--- src/lags_pkg.sv ---
package lags_pkg;

  // Grid size
  localparam int MAX_COLUMNS = 64;
  localparam int MAX_ROWS    = 64;

  // Derived widths
  localparam int COL_AW = $clog2(MAX_COLUMNS);      // column index
  localparam int ROW_AW = $clog2(MAX_ROWS);         // row index / memory address
  localparam int CFG_W  = 7;                        // in-use count registers
  localparam int CNT_W  = $clog2(MAX_ROWS + 1);     // row sweep counter

  // Configuration port
  localparam int CFG_IDX_W = 2;
  localparam logic [CFG_IDX_W-1:0] REG_COLUMNS = 2'd0;
  localparam logic [CFG_IDX_W-1:0] REG_ROWS    = 2'd1;

  // Life rule
  localparam logic [3:0] BIRTH_COUNT = 4'd3;
  localparam logic [3:0] SURVIVE_LOW = 4'd2;

  typedef logic [MAX_COLUMNS-1:0] row_t;

  typedef enum logic [1:0] {
    MODE_WRITE = 2'd0,
    MODE_READ  = 2'd1,
    MODE_CLEAR = 2'd2,
    MODE_STEP  = 2'd3
  } mode_t;

  typedef enum logic [2:0] {
    ST_FILL,
    ST_IDLE,
    ST_READ,
    ST_CLEAR,
    ST_STEP,
    ST_RESP
  } state_t;

  // Memory write request
  typedef struct packed {
    logic              en;
    logic [ROW_AW-1:0] addr;
    row_t              mask;
    row_t              data;
  } wr_req_t;

endpackage

--- src/lags_row_alu.sv ---
module lags_row_alu
  import lags_pkg::*;
(
  input  row_t above,
  input  row_t center,
  input  row_t below,
  output row_t next_row
);

  logic [MAX_COLUMNS+1:0] a_p;
  logic [MAX_COLUMNS+1:0] m_p;
  logic [MAX_COLUMNS+1:0] b_p;
  logic [3:0]             nbr [MAX_COLUMNS];

  // Pad with dead cells so the edge columns see zero outside
  assign a_p = {1'b0, above, 1'b0};
  assign m_p = {1'b0, center, 1'b0};
  assign b_p = {1'b0, below, 1'b0};

  // Count neighbors and apply B3/S23 per cell
  always_comb begin
    for (int c = 0; c < MAX_COLUMNS; c++) begin
      nbr[c] = 4'(a_p[c]) + 4'(a_p[c+1]) + 4'(a_p[c+2]) +
               4'(m_p[c]) + 4'(m_p[c+2]) +
               4'(b_p[c]) + 4'(b_p[c+1]) + 4'(b_p[c+2]);
      next_row[c] = (nbr[c] == BIRTH_COUNT) || (center[c] && (nbr[c] == SURVIVE_LOW));
    end
  end

endmodule

--- config.mk ---
export PLATFORM = sky130hd
export DESIGN_NAME = lags_row_alu
export DESIGN_NICKNAME = d
export VERILOG_FILES = /design/src/lags_pkg.sv /design/src/lags_row_alu.sv
export SDC_FILE = /design/constraint.sdc
export NUM_CORES = 1
export LEC_CHECK = 0
export CORE_MARGIN = 2
export CORE_UTILIZATION = 35
export DETAILED_ROUTE_END_ITERATION = 8
export DONT_BUFFER_PORTS = 1
export GPL_TIMING_DRIVEN = 0
export SYNTH_ARGS = -nofsm -noshare
export SYNTH_HDL_FRONTEND = slang
export SYNTH_SLANG_ARGS = --single-unit
--- constraint.sdc ---
create_clock -name vclk -period 3.3
set_clock_uncertainty 0.1 [all_clocks]
set_input_delay 0.165 -clock vclk [all_inputs]
set_output_delay 0.165 -clock vclk [all_outputs]
set_load 0.01 [all_outputs]
==> results.txt, run 1 <==
The final total negative setup slack came out at 0 ns. The number of instances in the synthesized netlist is 1197. In this run the cell area of the synthesized design comes to 0.0107 mm². The core footprint came out at 0.0303 mm². The post-route antenna net violation count came out at 0. The pin count of the biggest net entering global routing is 4. The synthesized design spends more area on one cell type than any other, namely sky130_fd_sc_hd__fa_1.

The total of hold buffers inserted after clock tree synthesis came out at 0. Setup repair after global routing left no endpoint under its margin. The die covers 0.0320 mm².

Global routing used 13.0% of the available tracks across all layers. The fmax came out at 0.315 GHz. The area taken by flip-flops and latches came out at 0 µm². The proportion of layout cells with a drive suffix above 1 is 0.418%. The library cells used most frequently in the layout, excluding fill and tap cells, are sky130_fd_sc_hd__inv_1, sky130_fd_sc_hd__fa_1, sky130_fd_sc_hd__ha_1. The final cell count without fillers came out at 1593. Summing internal, switching and leakage power gives 3.35 mW. The post-detailed-route via-to-cell ratio came out at 4.51. The first detailed-routing pass ran for 4 iterations.

The proportion of synthesized chip area in sequential cells came out at 0%. The number of hold violations in the final report is 0. The required arrival time at the worst endpoint is 3.03 ns. Dividing total power by cell area gives a power density of 298 mW/mm². The number of sequential cells is 0.

Synthesis produced a netlist with a net count of 1829. After the first detailed-routing iteration, the DRC count stood at 118. The number of endpoints failing setup at the final stage came out at 0. The maximum ir drop on the vdd rail came out at 150 µV. Yosys attributes the largest share of cell area to sky130_fd_sc_hd__fa_1, sky130_fd_sc_hd__ha_1, sky130_fd_sc_hd__inv_1.

The first global-routing pass estimated 34500 µm of wire. In this run the worst hold path is classified as primary input to primary output. The floorplan die height is 179 µm. The library cell used most frequently in the layout, excluding fill and tap cells, is sky130_fd_sc_hd__inv_1. Counting the fill cells in the layout gives 3095.

The count of distinct cell types in the synthesized netlist came out at 14. The buffers inserted during post-CTS setup optimization came out at 0. The worst slack after detailed placement came out at 0.0244 ns. STA classifies the critical path startpoint as a primary input. The area share of the leading cell type in the synthesized netlist came out at 47.1%.

For the worst setup path, the data arrival time is 2.91 ns. The starting utilization of the core area came out at 35.3%. The floorplan row count came out at 64. The number of antenna violations at the first check in global routing was 0. Across the run, the number of max-cap violations was 0.

The count of antenna diodes in the layout came out at 0. The max-slew headroom at the worst pin is 73.7%. The number of warnings reported in the yosys synthesis log came out at 0. A synthesized cell averages 8.95 µm². For this design the static power due to leakage is 6.15 nW. Cells fill 37.0% of the core in the end. The post-layout worst setup margin came out at 0.126 ns.

For this design the top-level I/O count stands at 256. Summed over all layers, the global routing overflow is 0. The congestion estimate from routability-driven global placement came to 0.834. The area growth from synthesis to layout is 4.80%. The post-DP HPWL came out at 20500 µm.

After clock tree synthesis, the repair step resized 0 gates. The portion of the clock cycle consumed by the worst path in the final layout is 96.2%. The number of max-slew violations in the final report came to 0. The measured slew at the worst slew-check pin came out at 0.391 ns.

The type of destination of the critical path is a primary output. The flow ran to the end, and the final reports show no timing, DRC or antenna violations. The final routed wirelength across all metal layers came out at 20500 µm. The number of placed instances, taps included, is 1593. The via count of the first global-routing pass is 7717.

The number of design rule violations left after detail routing is 0. The number of buffers inserted by port buffering is 0. The worst-path maximum fanout came out at 2. The routed wire length per instance came out at 12.8 µm.

The critical path is of the primary input to primary output type. The floorplan die width is 179 µm. The number of cells on the worst hold path is 2. In the final design database the tool counted 1831 nets. The total number of vias came out at 7177. The number of clock-tree buffers in the layout came out at 0. The smallest clock period supported by the final layout is computed as 3.17 ns.
## power breakdown
part	switching [mW]	internal, mW	leakage (nW)	total, mW
Clock	0	0	0	0
Combinational	1.95	1.40	6.15	3.35
Sequential	0	0	0	0
Total	1.95	1.40	6.15	3.35
## routing by layer
layer  vias to the layer above  routed length (µm)  GRT usage [%]
met5                         -                   0              0
met4                         0                 272           1.42
met3                        12                2040           4.26
met2                       173               10000           23.3
met1                      3397                8150           15.4
li1                       3595                   -              -
## worst max-delay path, cell delays in order
cell	delay (ns)
sky130_fd_sc_hd__inv_1	0.06
sky130_fd_sc_hd__fa_1	0.56
sky130_fd_sc_hd__fa_1	0.43
sky130_fd_sc_hd__fa_1	0.49
sky130_fd_sc_hd__inv_1	0.04
sky130_fd_sc_hd__ha_1	0.20
sky130_fd_sc_hd__fa_1	0.38
sky130_fd_sc_hd__or2_0	0.23
sky130_fd_sc_hd__a21oi_1	0.35
## cells by family after synthesis
logic type / count (synthesis) / share of synthesized area (%)
and+or+nand+nor: 131 / 6.83
adders and majority gates: 440 / 69.1
AOI/OAI and AO/OA: 184 / 8.61
buffers and inverters: 442 / 15.5
## stage by stage
stage | hold slack (ns) | cell area, µm²
6_report | 0.393 | 11200
4_1_cts | 0.400 | 11200
3_3_place_gp | 0.391 | 11200
3_5_place_dp | 0.398 | 11200
5_1_grt | 0.411 | 11200
2_1_floorplan | 0.371 | 10700
## cell type report
class | instances | area [µm²] | area share, %
inverter | 442 | 1660 | 14.8
tap | 396 | 495 | 4.41
multi-input combinational | 755 | 9070 | 80.8
## Yosys cell counts
library cell              count
sky130_fd_sc_hd__or2_0       18
sky130_fd_sc_hd__nor2b_1      1
sky130_fd_sc_hd__inv_1      442
sky130_fd_sc_hd__a31oi_1      1
sky130_fd_sc_hd__nand3_1     61
sky130_fd_sc_hd__o21ai_0     61
sky130_fd_sc_hd__nor2_1       4
sky130_fd_sc_hd__nor3b_1      2
sky130_fd_sc_hd__fa_1       252
sky130_fd_sc_hd__or2_1       43
sky130_fd_sc_hd__nand2_1      1
sky130_fd_sc_hd__a21oi_1    122
sky130_fd_sc_hd__nor3_1       1
sky130_fd_sc_hd__ha_1       188
## path summary, 6_finish.rpt
check,slack (ns),from,endpoint
setup / recovery,0.13,above[47],next_row[48]
hold / removal,0.39,center[0],next_row[0]
Power figures use the tool's default switching activity.
==> run 2: changes to the inputs <==
--- a/config.mk
+++ b/config.mk
@@ -5,11 +5,14 @@
 export SDC_FILE = /design/constraint.sdc
 export NUM_CORES = 1
 export LEC_CHECK = 0
+export CELL_PAD_IN_SITES_DETAIL_PLACEMENT = 0
+export CELL_PAD_IN_SITES_GLOBAL_PLACEMENT = 1
 export CORE_MARGIN = 2
 export CORE_UTILIZATION = 35
 export DETAILED_ROUTE_END_ITERATION = 8
 export DONT_BUFFER_PORTS = 1
 export GPL_TIMING_DRIVEN = 0
+export PLACE_DENSITY_LB_ADDON = 0.1
 export SYNTH_ARGS = -nofsm -noshare
 export SYNTH_HDL_FRONTEND = slang
 export SYNTH_SLANG_ARGS = --single-unit
==> results.txt, run 2 (synthesis gave the netlist of run 1 again) <==
The run finished with clean final reports. The portion of the clock cycle consumed by the worst path in the final layout is 96.3% (+0.13 points). The via count of the first global-routing pass came out at 7640 (-1.0%).

The net load switching power came to 1.96 mW (+0.37%). The overall global routing resource usage was 13.5% (+0.54 points). The leakage power figure was 6.15 nW (about the same). The placement-stage cell area was 0.0112 mm² (unchanged). The count of maximum capacitance violations is 0 (unchanged). The maximum ir drop on the vdd rail is 128 µV (-15%).

The number of max-slew violations in the final report came out at 0 (unchanged). The count of TritonRoute iterations in the first routing pass is 4 (unchanged). The die area came out at 0.0320 mm² (unchanged). The final routed wirelength across all metal layers is 21100 µm (+3.1%). The relative contribution of sequential cells to total power came out at 0% (unchanged). The number of endpoints failing setup at the final stage came out at 0 (unchanged). The floorplan die width came out at 179 µm (unchanged).

The core footprint is 0.0303 mm² (unchanged). The slowest library cell on the worst path is sky130_fd_sc_hd__fa_1. The required arrival time at the worst endpoint is 3.03 ns (about the same).

The relative contribution of the clock network to total power came to 0% (unchanged). The power share of the combinational group came out at 100.0% (about the same). The final total negative setup slack is 0 ns (unchanged). The remaining global-route overflow was 0 (unchanged). The worst setup path is captured at a primary output. The power per cell area is 298 mW/mm² (-0.16%). The number of gates given a new drive strength after cts is 1 (+1). Traced cell by cell, the critical path runs through inv_1 > fa_1 > fa_1 > fa_1 > inv_1 > ha_1 > fa_1 > or2_0 > a21oi_1. The number of design rule violations left after detail routing came to 0 (unchanged). The data arrival time of the critical path is 2.91 ns (about the same). The final core area utilization came out at 37.1% (+0.074 points).

The switching share of total power came out at 58.4% (+0.19 points). The starting DRC count in detailed routing came out at 127 (+7.6%). The internal power came out at 1.39 mW (-0.42%). The number of antenna violations at the first check in global routing came to 0 (unchanged). The number of sequential cells is 0 (unchanged).

The wire length of the first global-routing pass is 35500 µm (+2.7%). The number of hold violations in the final report came out at 0 (unchanged). The post-DP HPWL is 21200 µm (+3.2%).

The number of nets in the finished design is 1831 (unchanged). The fill cell total of the finished layout is 3182 (+2.8%). The number of buffers inserted by port buffering is 0 (unchanged). The final cell count without fillers is 1593 (unchanged).

The last weighted congestion value of the routability-driven placer came out at 0.762 (-8.6%). The design area came out at 0.0112 mm² (+0.20%). The pin count of the biggest net entering global routing is 4 (unchanged).

The worst-path maximum fanout came out at 2 (unchanged). The routed wire length per instance is 13.2 µm (+3.1%). The number of instances in the placed design came out at 1593 (unchanged).

The fmax is 0.315 GHz (-0.13%). The area taken by flip-flops and latches was 0 µm² (unchanged). The number of clock-tree buffers in the layout is 0 (unchanged).

Leaving out fill and tap cells, the most frequent cell in the layout is sky130_fd_sc_hd__inv_1. The longest individual stage delay on the worst path is 0.56 ns (about the same). The floorplan die height came out at 179 µm (unchanged). Leaving out fill and tap cells, the most frequent cells in the layout are sky130_fd_sc_hd__inv_1, sky130_fd_sc_hd__fa_1, sky130_fd_sc_hd__ha_1. The path class of the tightest hold or removal check is primary input to primary output. The post-route antenna net violation count came out at 0 (unchanged).

The starting utilization of the core area was 35.3% (unchanged). The multi-input combinational cell area is 0.00909 mm² (+0.25%). The boundary pin count is 256 (unchanged). The worst slack on hold paths came to 0.383 ns (-0.00989 ns). The buffers inserted during post-CTS setup optimization came out at 0 (unchanged). The total of hold buffers inserted after clock tree synthesis came out at 0 (unchanged). The worst setup path is of the primary input to primary output kind. The post-detailed-route via-to-cell ratio is 4.41 (-2.1%). Among cell families on the critical path, the largest total delay comes from adder cells. The count of antenna diodes in the layout is 0 (unchanged). The worst slack after detailed placement is -0.0401 ns (-0.0645 ns). The final critical path time including I/O delays and setup is 3.18 ns (+0.00416 ns).

The overall power came to 3.35 mW (about the same). The proportion of layout cells with a drive suffix above 1 came out at 0.919% (+0.50 points). The total number of vias is 7028 (-2.1%). The cell seen most often among critical-path stages is sky130_fd_sc_hd__fa_1.

The max-slew headroom at the worst pin was 72.3% (-1.4 points). Setup repair after global routing left no endpoint under its margin. The measured slew at the worst slew-check pin came out at 0.417 ns (+0.0255 ns). The kind of start point of the critical path is a primary input.

The floorplan row count came out at 64 (unchanged). The post-layout worst setup margin came out at 0.122 ns (-0.00416 ns). The buffering stage count on the worst path with inverters included is 2 (unchanged). The synthesis-to-layout area growth came out at 5.01%.
## run 2: power by group through the flow
stage | registers, mW | logic [mW] | clock network [mW]
floorplan | 0 | 2.67 | 0
global placement | 0 | 3.37 | 0
detailed placement | 0 | 3.40 | 0
CTS | 0 | 3.44 | 0
global route | 0 | 4.11 | 0
finish | 0 | 3.35 | 0
## run 2: final timing paths
check	start	endpoint	slack, ns	cells past startpoint
worst max-delay path	above[51]	next_row[52]	0.12	9
worst min-delay path	center[1]	next_row[1]	0.38	2
## run 2: final cells by class
| class | instances | share of cell area, % |
|---|---|---|
| Inverter | 442 | 14.8 |
| Multi-Input combinational cell | 755 | 80.8 |
| Tap cell | 396 | 4.41 |
## run 2: metal layers
metal / vias up / GRT usage (%) / part of all wire [%]
met4: 0 / 0 / 0
met2: 147 / 23.7 / 48
met1: 3290 / 17.2 / 42
met3: 0 / 4.39 / 10
li1: 3591 / - / -
met5: - / 0 / 0
